### config.mk
export PLATFORM = sky130hd
export DESIGN_NAME = rvrb_ctrl
export DESIGN_NICKNAME = d
export VERILOG_FILES = /design/src/rtl/rvrb_pkg.sv /design/src/rtl/rvrb_ctrl.sv
export SDC_FILE = /design/constraint.sdc
export NUM_CORES = 1
export LEC_CHECK = 0
export BUFFER_PORTS_ARGS = -buffer_cell sky130_fd_sc_hd__buf_4
export CAP_MARGIN = 20
export CORE_UTILIZATION = 40
export DETAILED_ROUTE_END_ITERATION = 8
export GPL_ROUTABILITY_DRIVEN = 0
export PLACE_DENSITY = 0.6
export REMOVE_ABC_BUFFERS = 1
export SYNTH_ARGS = -nofsm -noshare
export SYNTH_HDL_FRONTEND = slang
export SYNTH_SLANG_ARGS = --single-unit
export TNS_END_PERCENT = 100
### constraint.sdc
create_clock -name clk -period 19.35 [get_ports clk]
set_input_delay 3.87 -clock clk [delete_from_list [all_inputs] [get_ports clk]]
set_output_delay 3.87 -clock clk [all_outputs]
set_load 0.02 [all_outputs]
### src/rtl/rvrb_pkg.sv
// Shared types, codes and constants of the variable record ring buffer.
`timescale 1ns / 1ps
package rvrb_pkg;

	localparam int BUF_BYTES_DEF = 4096;
	localparam int LEN_W = 12;
	localparam logic [15:0] END_MARK = 16'hFFFF;
	localparam logic [7:0] MARK_BYTE = 8'hFF;

	typedef enum logic [1:0] {
		CMD_PUSH_START = 2'd0,
		CMD_PUSH_BYTE = 2'd1,
		CMD_POP_BYTE = 2'd2,
		CMD_CLEAR = 2'd3
	} cmd_t;

	typedef enum logic [2:0] {
		STS_OK = 3'd0,
		STS_ZERO = 3'd1,
		STS_NOROOM = 3'd2,
		STS_TOOBIG = 3'd3,
		STS_EMPTY = 3'd4,
		STS_NOPUSH = 3'd5
	} status_t;

	typedef enum logic [3:0] {
		ST_IDLE,
		ST_START,
		ST_PLACE,
		ST_WM0,
		ST_WM1,
		ST_WH0,
		ST_WH1,
		ST_PBYTE,
		ST_POP0,
		ST_POP1,
		ST_DROP,
		ST_HRD0,
		ST_HRD1,
		ST_HRD2,
		ST_CLR,
		ST_FIN
	} state_t;

	typedef struct packed {
		logic [2:0] status;
		logic [7:0] data_out;
		logic last_byte;
		logic [10:0] dropped_records;
		logic [10:0] record_count;
		logic [12:0] used_bytes;
	} result_t;

endpackage

### src/rtl/rvrb_ctrl.sv
// Sequencer that keeps the queue pointers and drives the byte store.
`timescale 1ns / 1ps
module rvrb_ctrl #(
	parameter int BUF_BYTES = rvrb_pkg::BUF_BYTES_DEF
) (
	input logic clk,
	input logic arst_n,
	input logic cfg_wr_en,
	input logic cfg_wr_data,
	input logic in_valid,
	output logic in_ready,
	input logic [1:0] in_cmd,
	input logic [rvrb_pkg::LEN_W-1:0] in_len,
	input logic [7:0] in_din,
	output logic out_valid,
	input logic out_ready,
	output rvrb_pkg::result_t out_res,
	output logic mem_we,
	output logic [$clog2(BUF_BYTES)-1:0] mem_addr,
	output logic [7:0] mem_wdata,
	input logic [7:0] mem_rdata
);

	localparam int AW = $clog2(BUF_BYTES);
	localparam int PW = AW + 1;
	localparam int XW = ((PW > 14) ? PW : 14) + 1;
	localparam int LW = rvrb_pkg::LEN_W;
	localparam logic [XW-1:0] B_X = XW'(BUF_BYTES);

	rvrb_pkg::state_t state_q, state_d;
	logic [LW-1:0] len_q, len_d;
	logic [7:0] din_q, din_d;
	logic [PW-1:0] head_q, head_d, newest_q, newest_d, wpos_q, wpos_d, mark_q, mark_d;
	logic [LW-1:0] head_len_q, head_len_d, newest_len_q, newest_len_d, wlen_q, wlen_d;
	logic [LW-1:0] push_left_q, push_left_d, pop_left_q, pop_left_d;
	logic push_open_q, push_open_d;
	logic [PW-1:0] count_q, count_d, biu_q, biu_d, dropped_q, dropped_d;
	logic ovw_q;
	logic [7:0] lo_q, lo_d;
	logic second_q, second_d, push_mode_q, push_mode_d;
	rvrb_pkg::status_t status_q, status_d;
	logic [7:0] dout_q, dout_d;
	logic last_q, last_d, mvalid_q, mvalid_d;

	logic [XW-1:0] head_x, newest_x, biu_x, cnt_x, drop_x, sto_x, pos_x, tail_x;
	logic [XW-1:0] dsto_x, hn_x, biu_new_x, pb_addr_x, pop_addr_x;
	logic [LW-1:0] pl;
	logic [15:0] hdr_v;
	logic fits, do_mark;
	logic [PW-1:0] at_pos;
	rvrb_pkg::state_t ret_state;

	always_comb begin
		head_x = XW'(head_q);
		newest_x = XW'(newest_q);
		biu_x = XW'(biu_q);
		cnt_x = XW'(count_q);
		drop_x = XW'(dropped_q);
		sto_x = XW'(len_q) + XW'(2);
		pos_x = newest_x + XW'(newest_len_q) + XW'(2);
		tail_x = (pos_x < B_X) ? (B_X - pos_x) : '0;
		fits = 1'b0;
		do_mark = 1'b0;
		at_pos = '0;
		if ((B_X - biu_x) >= sto_x) begin
			if (count_q == '0) begin
				fits = 1'b1;
			end else if (newest_q >= head_q) begin
				if (tail_x >= sto_x) begin
					fits = 1'b1;
					at_pos = PW'(pos_x);
				end else if (head_x >= sto_x) begin
					fits = 1'b1;
					do_mark = (tail_x >= XW'(2));
				end
			end else if (!(pos_x > head_x) && ((head_x - pos_x) >= sto_x)) begin
				fits = 1'b1;
				at_pos = PW'(pos_x);
			end
		end
		dsto_x = XW'(head_len_q) + XW'(2);
		hn_x = head_x + dsto_x;
		biu_new_x = (biu_x >= dsto_x) ? (biu_x - dsto_x) : '0;
		pb_addr_x = XW'(wpos_q) + XW'(2) + XW'(wlen_q - push_left_q);
		pl = ((pop_left_q == '0) || (pop_left_q > head_len_q)) ? head_len_q : pop_left_q;
		pop_addr_x = head_x + XW'(2) + XW'(head_len_q - pl);
		hdr_v = {mem_rdata, lo_q};
		ret_state = push_mode_q ? rvrb_pkg::ST_PLACE : rvrb_pkg::ST_FIN;
	end

	always_comb begin
		state_d = state_q;
		len_d = len_q;
		din_d = din_q;
		head_d = head_q;
		newest_d = newest_q;
		wpos_d = wpos_q;
		mark_d = mark_q;
		head_len_d = head_len_q;
		newest_len_d = newest_len_q;
		wlen_d = wlen_q;
		push_left_d = push_left_q;
		pop_left_d = pop_left_q;
		push_open_d = push_open_q;
		count_d = count_q;
		biu_d = biu_q;
		dropped_d = dropped_q;
		lo_d = lo_q;
		second_d = second_q;
		push_mode_d = push_mode_q;
		status_d = status_q;
		dout_d = dout_q;
		last_d = last_q;
		mvalid_d = mvalid_q & ~out_ready;
		mem_we = 1'b0;
		mem_addr = '0;
		mem_wdata = '0;
		in_ready = 1'b0;
		case (state_q)
			rvrb_pkg::ST_IDLE: begin
				in_ready = ~mvalid_q | out_ready;
				if (in_valid && in_ready) begin
					len_d = in_len;
					din_d = in_din;
					status_d = rvrb_pkg::STS_OK;
					dout_d = '0;
					last_d = 1'b0;
					dropped_d = '0;
					case (rvrb_pkg::cmd_t'(in_cmd))
						rvrb_pkg::CMD_PUSH_START: state_d = rvrb_pkg::ST_START;
						rvrb_pkg::CMD_PUSH_BYTE: state_d = rvrb_pkg::ST_PBYTE;
						rvrb_pkg::CMD_POP_BYTE: state_d = rvrb_pkg::ST_POP0;
						default: state_d = rvrb_pkg::ST_CLR;
					endcase
				end
			end
			rvrb_pkg::ST_START: begin
				push_open_d = 1'b0;
				push_left_d = '0;
				if (len_q == '0) begin
					status_d = rvrb_pkg::STS_ZERO;
					state_d = rvrb_pkg::ST_FIN;
				end else if (sto_x > B_X) begin
					status_d = rvrb_pkg::STS_TOOBIG;
					state_d = rvrb_pkg::ST_FIN;
				end else begin
					state_d = rvrb_pkg::ST_PLACE;
				end
			end
			rvrb_pkg::ST_PLACE: begin
				if (!fits) begin
					if (ovw_q && (count_q != '0)) begin
						push_mode_d = 1'b1;
						state_d = rvrb_pkg::ST_DROP;
					end else begin
						status_d = rvrb_pkg::STS_NOROOM;
						state_d = rvrb_pkg::ST_FIN;
					end
				end else begin
					wpos_d = at_pos;
					wlen_d = len_q;
					push_left_d = len_q;
					push_open_d = 1'b1;
					mark_d = PW'(pos_x);
					state_d = do_mark ? rvrb_pkg::ST_WM0 : rvrb_pkg::ST_WH0;
				end
			end
			rvrb_pkg::ST_WM0: begin
				mem_we = 1'b1;
				mem_addr = mark_q[AW-1:0];
				mem_wdata = rvrb_pkg::MARK_BYTE;
				state_d = rvrb_pkg::ST_WM1;
			end
			rvrb_pkg::ST_WM1: begin
				mem_we = 1'b1;
				mem_addr = AW'(mark_q + PW'(1));
				mem_wdata = rvrb_pkg::MARK_BYTE;
				state_d = rvrb_pkg::ST_WH0;
			end
			rvrb_pkg::ST_WH0: begin
				mem_we = 1'b1;
				mem_addr = wpos_q[AW-1:0];
				mem_wdata = len_q[7:0];
				state_d = rvrb_pkg::ST_WH1;
			end
			rvrb_pkg::ST_WH1: begin
				mem_we = 1'b1;
				mem_addr = AW'(wpos_q + PW'(1));
				mem_wdata = 8'(len_q[LW-1:8]);
				state_d = rvrb_pkg::ST_FIN;
			end
			rvrb_pkg::ST_PBYTE: begin
				state_d = rvrb_pkg::ST_FIN;
				if (!push_open_q || (push_left_q == '0)) begin
					status_d = rvrb_pkg::STS_NOPUSH;
				end else begin
					mem_we = 1'b1;
					mem_addr = pb_addr_x[AW-1:0];
					mem_wdata = din_q;
					push_left_d = push_left_q - LW'(1);
					if (push_left_q == LW'(1)) begin
						push_open_d = 1'b0;
						if (count_q == '0) begin
							head_d = wpos_q;
							head_len_d = wlen_q;
						end
						newest_d = wpos_q;
						newest_len_d = wlen_q;
						count_d = count_q + PW'(1);
						biu_d = PW'(biu_x + XW'(wlen_q) + XW'(2));
					end
				end
			end
			rvrb_pkg::ST_POP0: begin
				if (count_q == '0) begin
					status_d = rvrb_pkg::STS_EMPTY;
					state_d = rvrb_pkg::ST_FIN;
				end else begin
					mem_addr = pop_addr_x[AW-1:0];
					pop_left_d = (pl != '0) ? (pl - LW'(1)) : '0;
					state_d = rvrb_pkg::ST_POP1;
				end
			end
			rvrb_pkg::ST_POP1: begin
				dout_d = mem_rdata;
				if (pop_left_q == '0) begin
					last_d = 1'b1;
					push_mode_d = 1'b0;
					state_d = rvrb_pkg::ST_DROP;
				end else begin
					state_d = rvrb_pkg::ST_FIN;
				end
			end
			rvrb_pkg::ST_DROP: begin
				if (push_mode_q) begin
					dropped_d = PW'(drop_x + XW'(1));
				end
				biu_d = PW'(biu_new_x);
				count_d = (count_q != '0) ? (count_q - PW'(1)) : '0;
				pop_left_d = '0;
				if (cnt_x <= XW'(1)) begin
					head_d = '0;
					newest_d = '0;
					state_d = ret_state;
				end else if ((hn_x + XW'(2)) > B_X) begin
					head_d = '0;
					second_d = 1'b1;
					state_d = rvrb_pkg::ST_HRD0;
				end else begin
					head_d = PW'(hn_x);
					second_d = 1'b0;
					state_d = rvrb_pkg::ST_HRD0;
				end
			end
			rvrb_pkg::ST_HRD0: begin
				mem_addr = head_q[AW-1:0];
				state_d = rvrb_pkg::ST_HRD1;
			end
			rvrb_pkg::ST_HRD1: begin
				mem_addr = AW'(head_q + PW'(1));
				lo_d = mem_rdata;
				state_d = rvrb_pkg::ST_HRD2;
			end
			rvrb_pkg::ST_HRD2: begin
				if (!second_q && (hdr_v == rvrb_pkg::END_MARK)) begin
					head_d = '0;
					second_d = 1'b1;
					state_d = rvrb_pkg::ST_HRD0;
				end else begin
					head_len_d = hdr_v[LW-1:0];
					state_d = ret_state;
				end
			end
			rvrb_pkg::ST_CLR: begin
				head_d = '0;
				newest_d = '0;
				wpos_d = '0;
				push_left_d = '0;
				push_open_d = 1'b0;
				pop_left_d = '0;
				count_d = '0;
				biu_d = '0;
				state_d = rvrb_pkg::ST_FIN;
			end
			rvrb_pkg::ST_FIN: begin
				mvalid_d = 1'b1;
				state_d = rvrb_pkg::ST_IDLE;
			end
			default: begin
				state_d = rvrb_pkg::ST_IDLE;
			end
		endcase
	end

	always_ff @(posedge clk or negedge arst_n) begin
		if (!arst_n) begin
			state_q <= rvrb_pkg::ST_IDLE;
			head_q <= '0;
			newest_q <= '0;
			wpos_q <= '0;
			push_left_q <= '0;
			push_open_q <= 1'b0;
			pop_left_q <= '0;
			count_q <= '0;
			biu_q <= '0;
			mvalid_q <= 1'b0;
			ovw_q <= 1'b1;
		end else begin
			state_q <= state_d;
			head_q <= head_d;
			newest_q <= newest_d;
			wpos_q <= wpos_d;
			push_left_q <= push_left_d;
			push_open_q <= push_open_d;
			pop_left_q <= pop_left_d;
			count_q <= count_d;
			biu_q <= biu_d;
			mvalid_q <= mvalid_d;
			if (cfg_wr_en) begin
				ovw_q <= cfg_wr_data;
			end
		end
	end

	always_ff @(posedge clk) begin
		len_q <= len_d;
		din_q <= din_d;
		mark_q <= mark_d;
		head_len_q <= head_len_d;
		newest_len_q <= newest_len_d;
		wlen_q <= wlen_d;
		dropped_q <= dropped_d;
		lo_q <= lo_d;
		second_q <= second_d;
		push_mode_q <= push_mode_d;
		status_q <= status_d;
		dout_q <= dout_d;
		last_q <= last_d;
	end

	assign out_valid = mvalid_q;
	assign out_res.status = status_q;
	assign out_res.data_out = dout_q;
	assign out_res.last_byte = last_q;
	assign out_res.dropped_records = drop_x[10:0];
	assign out_res.record_count = cnt_x[10:0];
	assign out_res.used_bytes = biu_x[12:0];

`ifndef ASSERT_OFF
	a_biu_bound: assert property (@(posedge clk) disable iff (!arst_n)
		biu_x <= B_X) else $error("Stored byte count exceeds the buffer size.");
	a_empty_no_bytes: assert property (@(posedge clk) disable iff (!arst_n)
		(count_q == '0) |-> (biu_q == '0)) else $error("Empty queue holds bytes.");
	a_open_has_left: assert property (@(posedge clk) disable iff (!arst_n)
		push_open_q |-> (push_left_q != '0)) else $error("Open push with no bytes left.");
	a_accept_no_result: assert property (@(posedge clk) disable iff (!arst_n)
		(in_valid && in_ready) |=> !mvalid_q) else $error("Result pending after accept.");
`endif

endmodule

# Word level (Yosys, flattened, before mapping)
# Index checks and enable logic that the tools add are counted.
[op_classes] muxes=100 n_reduce_logical=50 magnitude_cmp=13 n_eq_ne=37 bitwise=5 n_addsub=26
[ops] cell="$mux 13" count=23
[ops] cell="$mux 12" count=11
[ops] cell="$pmux 13 s3" count=3
[ops] cell="$pmux 12 s8" count=1
[ops] cell="$pmux 4 s14" count=1
[ops] cell="$pmux 13 s2" count=2
[ops] cell="$pmux 13 s4" count=1
[ops] cell="$pmux 12 s2" count=2
[ops] cell="$ge 15x13->1" count=3
[ops] cell="$ge 13x13->1" count=3
[ops] cell="$add 12x1->12 const B" count=3
[ops] cell="$logic_not 12->1" count=3
[ops] cell="$pmux 12 s3" count=1
[ops] cell="$ne 2x2->1 const B" count=17
[ops] cell="$mux 3" count=11
[ops] cell="$eq 4x4->1 const B" count=8
[ops] cell="$pmux 8 s4" count=1
[ops] cell="$add 14x2->15 const B" count=2
[ops] cell="$mux 4" count=7
[ops] cell="$add 12x2->13 const B" count=2
[ops] cell="$add 13x1->13 const B" count=2
[ops] cell="$mux 1" count=25
[ops] cell="$add 12x12->12" count=2
[ops] cell="$add 12x2->12 const B" count=2
[ops] cell="56 further kinds" count=95
[word_totals] input_bits=36 register_bits=199

# Depth between registers and ports, before layout
# Gate-level depths: netlist (run 1).
[depth] depth_word=13 ltp_mapped=30 depth_no_buf=28

# Worst setup path before layout (run 1)
# No wires, ideal clock.
[synth_timing] kind="register to output" start="register head_len_q[5]" end="output mem_addr[11]" setup_slack_ns=9.899 arrival_time_ns=5.581 path_stages_with_launch=30 path_cell_list="edfxtp_1 inv_1 ha_1 a21o_1 a21o_1 a21o_1 a21oi_1 o221ai_1 a21boi_1 clkbuf_1 buf_1 mux2i_1 inv_1 ha_1 inv_1 fa_1 ha_1 fa_1 a21oi_1 nor2_1 nor2_1 o21bai_1 a21oi_1 o21bai_1 a21oi_1 o21bai_1 a21oi_1 xnor2_1 a22oi_1 nand4_1"
[synth_via] elab_chain_cells=7
[synth_lines] element="from (decl)" line="rvrb_ctrl.sv:34" source="logic [LW-1:0] head_len_q, head_len_d, newest_len_q, newest_len_d, wlen_q, wlen_d;"
[synth_lines] element="from (signal assigned)" line="rvrb_ctrl.sv:329" source="head_len_q <= head_len_d;"
[synth_lines] element="$gt 12x12->1" line="rvrb_ctrl.sv:85" source="pl = ((pop_left_q == '0) || (pop_left_q > head_len_q)) ? head_len_q : pop_left_q;"
[synth_lines] element="$logic_or 1x1->1" line="rvrb_ctrl.sv:85"
[synth_lines] element="$mux 12" line="rvrb_ctrl.sv:85"
[synth_lines] element="$sub 12x12->12 (*)" line="rvrb_ctrl.sv:86" source="pop_addr_x = head_x + XW'(2) + XW'(head_len_q - pl);"
[synth_lines] element="$add 12x12->12 (*)" line="rvrb_ctrl.sv:86"
[synth_lines] element="$mux 12 (*)" line="rvrb_ctrl.sv:215" source="if (count_q == '0) begin"
[synth_lines] element="$pmux 12 s8 (*)" line="rvrb_ctrl.sv:119" source="case (state_q)"
[synth_lines] element="to (decl)" line="rvrb_ctrl.sv:19" source="output logic [$clog2(BUF_BYTES)-1:0] mem_addr,"
# Mark *: on every way between the ends. The rest lies on a longest branch, timed or not.

# Worst setup path after layout (run 1)
[layout_timing] start="register head_len_q[1]" end="output mem_addr[11]"
# Same word-level chain as after synthesis.

==> results.toml, run 1 <==
[outcome]
status = "finished with violations"
violations = "design-rule violations"

[drt]
dr_wl_met2_mm = 27.1
wl_met1_mm = 27.0
top_layer = "met4"
drc_errors = 4
routed_wirelength_mm = 62.0
wl_per_cell_um = 23.0
drtIter0Drc = 1774
num_vias = 16136
met3_wirelength_mm = 5.60
vias_per_cell = 5.99
dr.pass1.iters = 8
ant_nets = 0

[worst_setup_path]
crit_type = "register to output pin"
r2r_slack_ns = 11.64
cp.required_ns = 15.48
cp-start-kind = "register"
path_max_fanout = 16
slowest_stage = "edfxtp_1"
critPathBufInv = 4
setup.worst_path.end_class = "output pin"
worstPathArrival_ns = 6.80
critPathTopFamily = "compound AO/OA/AOI/OAI gates"
cp_common_cell = "a21oi_1"
cp_slowest_stage_delay_ns = 0.60

[global_routing]
grt_pass1_wl_mm = 92.5
grt_max_degree = 52
track_usage = 0.275
grt_pass1_vias = 15249
grt_remaining_overflow = 0
antenna_found_initial = 2

[timing]
worst_clock_skew_ns = 0.0128
max_freq_mhz = 93.7
timing.final.crit_share = 0.552
final-setup-viol-count = 0
finalCriticalPeriod_ns = 10.67
hold_violations = 0
holdWs_ns = 0.516
slew_headroom = 0.230
worst_pin_slew_ns = 1.15
worst_slack_ns = 8.68
setup_tns_ns = 0
drv_slew = 0
rsz0062_at_grt = "false"

[placed_design]
port_buffers = 105
place_area_um2 = 19200
place_ws_ns = 9.24
hpwlAfterDp_mm = 47.5

[logic_synthesis]
synth_fa_ha_area_frac = 0.183
netlist_instances = 2010
synth_top_family_by_area = "compound AO/OA/AOI/OAI gates"
synth_area_leaders = "edfxtp_1, ha_1, dfrtp_1"
synth-edff-count = 101
synth-compound-area-share = 0.210
yosysTopAreaCell = "edfxtp_1"
synth.distinct_cells = 86
async_flop_share = 0.487
synth_simple_gate_area_frac = 0.169
synth_top_area_share = 0.170
synth_ff_type = "edfxtp_1"
yosysSeqAreaShare = 0.305
synth-xor-area-share = 0.0613
synth_mux_area_frac = 0.0140
synth_area_um2 = 17800
yosysWarnings = 0
yosys_register_bits = 197
syn_area_per_cell_um2 = 8.88

[cells_and_area]
final_cell_mix = "ha_1, inv_1, nand2_1, nor2_1, buf_4"
drive_gt1_frac = 0.0996
post-route-cell-area_um2 = 19800
areaGrowthSynthToFinish_pct = 11.1
final_common_cell = "ha_1"
layout.nets = 2365

[clock_network]
clk-insertion-delay-late_ns = 0.47
clk_pin_slew_worst_paths_ns = 0.08
root_buffer = "clkbuf_16"
cts_tree = "done"
ctsHoldBuffers = 0
cts_num_sinks = 197
post_cts_resized = 0
cts_buffers = 17
htreeDepth = 4
cts_buffer_depth = 2
post_cts_buffers = 0

[power]
finalPower_mw = 3.66
peakVddDrop_uv = 113
powerDensity_nw_per_um2 = 185
power.leakage_nw = 8.74

[die]
die_y_um = 213
die_width_um = 213
rows = 77
io-pin-count = 106
fp.coreArea_um2 = 44100
die_area_um2 = 45500
start_util = 0.404

[min_path]
hold_class = "register to register"

[run]
drv_cap = 0
## per-layer routing
| layer | track usage | vias up |
|---|---|---|
| li1 | - | 7508 |
| met1 | 0.383 | 7736 |
| met2 | 0.413 | 769 |
| met3 | 0.0541 | 123 |
| met4 | 0.113 | 0 |
| met5 | 0 | - |
## state kept, by name, summed over array words and instances (netlist names), 8 cells and up
register / flops
biu_q: 13
pop_left_q: 12
mark_q: 12
count_q: 13
head_q: 13
dout_q: 8
newest_len_q: 12
len_q: 12
wlen_q: 12
din_q: 8
wpos_q: 13
dropped_q: 11
lo_q: 8
push_left_q: 12
newest_q: 13
head_len_q: 12
## path summary, 6_finish.rpt
path,start,endpoint,cells past startpoint
setup / recovery,head_len_q[1],mem_addr[11],28
hold / removal,count_q[12],count_q[12],1
setup reg to reg,newest_q[1],wpos_q[4],27
hold reg to reg,count_q[12],count_q[12],1
max in group asynchronous,arst_n,biu_q[10],2
min in group asynchronous,arst_n,pop_left_q[6],1
## kinds of logic (layout without fill, tap and decap cells)
family / after synthesis / count (layout)
AO/OA/AOI/OAI: 549 / 549
XOR/XNOR: 124 / 124
adder cells (fa/ha/maj): 245 / 245
buffers and inverters: 256 / 344
flip-flops: 197 / 197
multiplexers: 23 / 23
other: 0 / 3
AND/OR/NAND/NOR: 616 / 616
## area by class of cell
cell class	count	area [um2]
inverter	181	679
clock buffer	19	433
antenna	3	7.51
tap	592	741
timing repair buffer	131	991
multi-input combinational	1557	11400
sequential	197	5440
clock inverter	13	123
fill	4406	24300
## stage by stage
| stage | utilization | instances |
|---|---|---|
| final | 0.449 | 2693 |
| after global routing | 0.449 | 2690 |
| after CTS | 0.448 | 2688 |
| after detailed placement | 0.436 | 2656 |
| after global placement | 0.436 | 2655 |
| after floorplan | - | 1935 |
## synth_stat cells, types with 18 or more instances
library cell,instances
edfxtp_1,101
and2_1,22
fa_1,27
a21oi_1,115
nand3_1,64
and3_1,19
o21ai_0,107
xor2_1,35
inv_1,176
nor2_1,140
nor4_1,19
ha_1,217
o21bai_1,18
or3_1,20
a22o_1,24
o31ai_1,19
o21a_1,32
nand2_1,176
clkbuf_1,53
nor3_1,51
nor2b_1,28
xnor2_1,88
nand4_1,20
dfrtp_1,95
a21o_1,37
a22oi_1,24
## where the power goes
part / total (mW) / internal [mW] / leakage, nW / switching (mW)
clock network: 0.360 / 0.179 / 0.263 / 0.180
registers: 0.714 / 0.545 / 2.19 / 0.169
logic: 2.59 / 1.03 / 6.29 / 1.56
Power figures use the tool's default switching activity.
==> inputs of run 2 (changes only) <==
--- a/config.mk
+++ b/config.mk
@@ -5,6 +5,7 @@
 export SDC_FILE = /design/constraint.sdc
 export NUM_CORES = 1
 export LEC_CHECK = 0
+export ABC_AREA = 1
 export BUFFER_PORTS_ARGS = -buffer_cell sky130_fd_sc_hd__buf_4
 export CAP_MARGIN = 20
 export CORE_UTILIZATION = 40
==> constraint.sdc (replaced) <==
create_clock -name clk -period 10.8 [get_ports clk]
set_input_delay 2.16 -clock clk [delete_from_list [all_inputs] [get_ports clk]]
set_output_delay 2.16 -clock clk [all_outputs]
set_load 0.02 [all_outputs]
==> run 2 against run 1 <==
The flow now finishes without violations. Non-clock buffer count shrank 10. First-iteration DRC count fell by 9.9%. Clock-buffer cell count down 1. Design area is 2.1% higher. Critical path depth down 2. Global-route usage down 0.93 points. Critical path type unchanged. Sequential share of layout area fell by 0.56 points. Cell count up 15%. Routed wire length increased by 0.80%. Die area grew 2.3%. Critical endpoint unchanged. Synthesized cell count rose by 19%.
==> results.toml, run 2 <==
[outcome]
status = "finished, final reports clean"

[logic_synthesis]
yosys-top-cells-count = "inv_1, nand2_1, nor2_1, ha_1, a21oi_1"
synth-edff-count = 101
synth.distinct_cells = 66
synth_most_common_cell = "inv_1"
syn_area_per_cell_um2 = 7.62
synth_ff_type = "edfxtp_1"
yosysTopAreaCell = "edfxtp_1"
yosysSeqAreaShare = 0.298
synth_top_area_share = 0.166
synth_area_leaders = "edfxtp_1, ha_1, dfrtp_1"
yosys_register_bits = 197
netlist_instances = 2396
yosysWarnings = 0
async_flop_share = 0.487
synth_area_um2 = 18300

[clock_network]
cts_tree = "done"
clk_pin_slew_worst_paths_ns = 0.09
cts_buffer_depth = 2
cts_num_sinks = 197
post_cts_buffers = 0
root_buffer = "clkbuf_16"
cts_buffers = 17
post_cts_resized = 0
htreeDepth = 4
clk-insertion-delay-late_ns = 0.48
ctsHoldBuffers = 0

[global_routing]
track_usage = 0.265
grt_max_degree = 62
grt_remaining_overflow = 0
antenna_found_initial = 0
grt_pass1_vias = 16261
grt_pass1_wl_mm = 94.1

[timing]
timing.final.crit_share = 0.776
finalCriticalPeriod_ns = 8.38
holdWs_ns = 0.484
rsz0062_at_grt = "false"
worst_clock_skew_ns = 0.0206
hold_violations = 0
worst_slack_ns = 2.42
drv_slew = 0
worst_pin_slew_ns = 1.04
setup_tns_ns = 0
max_freq_mhz = 119
final-setup-viol-count = 0
slew_headroom = 0.306

[run]
drv_cap = 0

[drt]
wl_met1_mm = 26.8
num_vias = 17399
vias_per_cell = 5.64
drtIter0Drc = 1598
met3_wirelength_mm = 5.04
routed_wirelength_mm = 62.5
wl_per_cell_um = 20.3
dr.pass1.iters = 6
drc_errors = 0
dr_wl_met2_mm = 28.0
ant_nets = 0
top_layer = "met4"

[die]
rows = 77
start_util = 0.409
fp.coreArea_um2 = 44600
die_y_um = 216
die_width_um = 216
io-pin-count = 106
die_area_um2 = 46500

[placed_design]
place_ws_ns = 2.99
hpwlAfterDp_mm = 49.5
port_buffers = 105

[cells_and_area]
multiInputGateArea_um2 = 11000
final_cell_mix = "inv_1, nand2_1, nor2_1, ha_1, a21oi_1"
seqCellArea_um2 = 5440
drive_gt1_frac = 0.0967
utilization = 0.454
nFillCells = 4433
final_common_cell = "inv_1"
layout.nets = 2759
areaGrowthSynthToFinish_pct = 10.8

[min_path]
hold_class = "register to register"

[worst_setup_path]
crit_type = "register to output pin"
path_max_fanout = 24
cp-start-kind = "register"
setup.worst_path.end_class = "output pin"
cp.required_ns = 8.64
worstPathArrival_ns = 6.22
[run 2: critical path: stages (launching register included)]
cell	delay, ns
edfxtp_1	0.57
inv_1	0.19
ha_1	0.34
a21oi_1	0.15
o21a_1	0.15
o221ai_1	0.09
o21ai_0	0.10
nand2_1	0.45
o21ai_0	0.52
ha_1	0.31
inv_1	0.08
fa_1	0.42
ha_1	0.24
fa_1	0.41
a31oi_1	0.25
o21ai_0	0.14
inv_1	0.07
nor2_1	0.04
nor2_1	0.09
nor2_1	0.05
nor2_1	0.12
nor2_1	0.11
o21a_1	0.18
nor2_1	0.11
xor2_1	0.16
o2111ai_1	0.15
buf_4	0.24
[run 2: kinds of logic (layout without fill, tap and decap cells)]
logic type,Yosys count,in the layout,share of synthesized area
AND/OR/NAND/NOR,944,944,0.233
multiplexers,1,1,0.000617
AO/OA/AOI/OAI,472,472,0.148
other,0,1,0
flip-flops,197,197,0.298
XOR/XNOR,89,89,0.0441
buffers and inverters,449,545,0.0975
adder cells (fa/ha/maj),244,244,0.178
[run 2: path summary, 6_finish.rpt]
check	start	to	slack, ns	cells after the start
min reg2reg	len_q[9]	wlen_q[9]	0.48	0
max in group asynchronous	arst_n	count_q[8]	7.82	2
max reg2reg	newest_q[1]	wlen_q[9]	4.88	32
min in group asynchronous	arst_n	newest_q[6]	1.64	1
min	len_q[9]	wlen_q[9]	0.48	0
max	head_len_q[1]	mem_addr[11]	2.42	26
[run 2: final cells by class]
cell class                      count  share of cell area
Clock inverter                     14             0.00866
Tap cell                          592              0.0366
Antenna cell                        1            0.000124
Multi-Input combinational cell   1750               0.546
Clock buffer                       18              0.0223
Sequential cell                   197               0.269
Timing Repair Buffer              121              0.0452
Inverter                          392              0.0727
[run 2: per-stage QoR]
stage / area [um2] / instances
final: 20200 / 3085
after CTS: 20200 / 3082
after floorplan: 17900 / 2339
after global routing: 20200 / 3084
after detailed placement: 19600 / 3050
after global placement: 19600 / 3050
[run 2: layer usage]
metal | GRT usage | vias to the layer above
met2 | 0.418 | 793
met3 | 0.0368 | 136
met1 | 0.362 | 8263
met4 | 0.117 | 0
met5 | 0 | -
li1 | - | 8207
Power of run 2 is not shown: default switching activity piles up to over one toggle a cycle in this logic, so the estimate is an artifact.
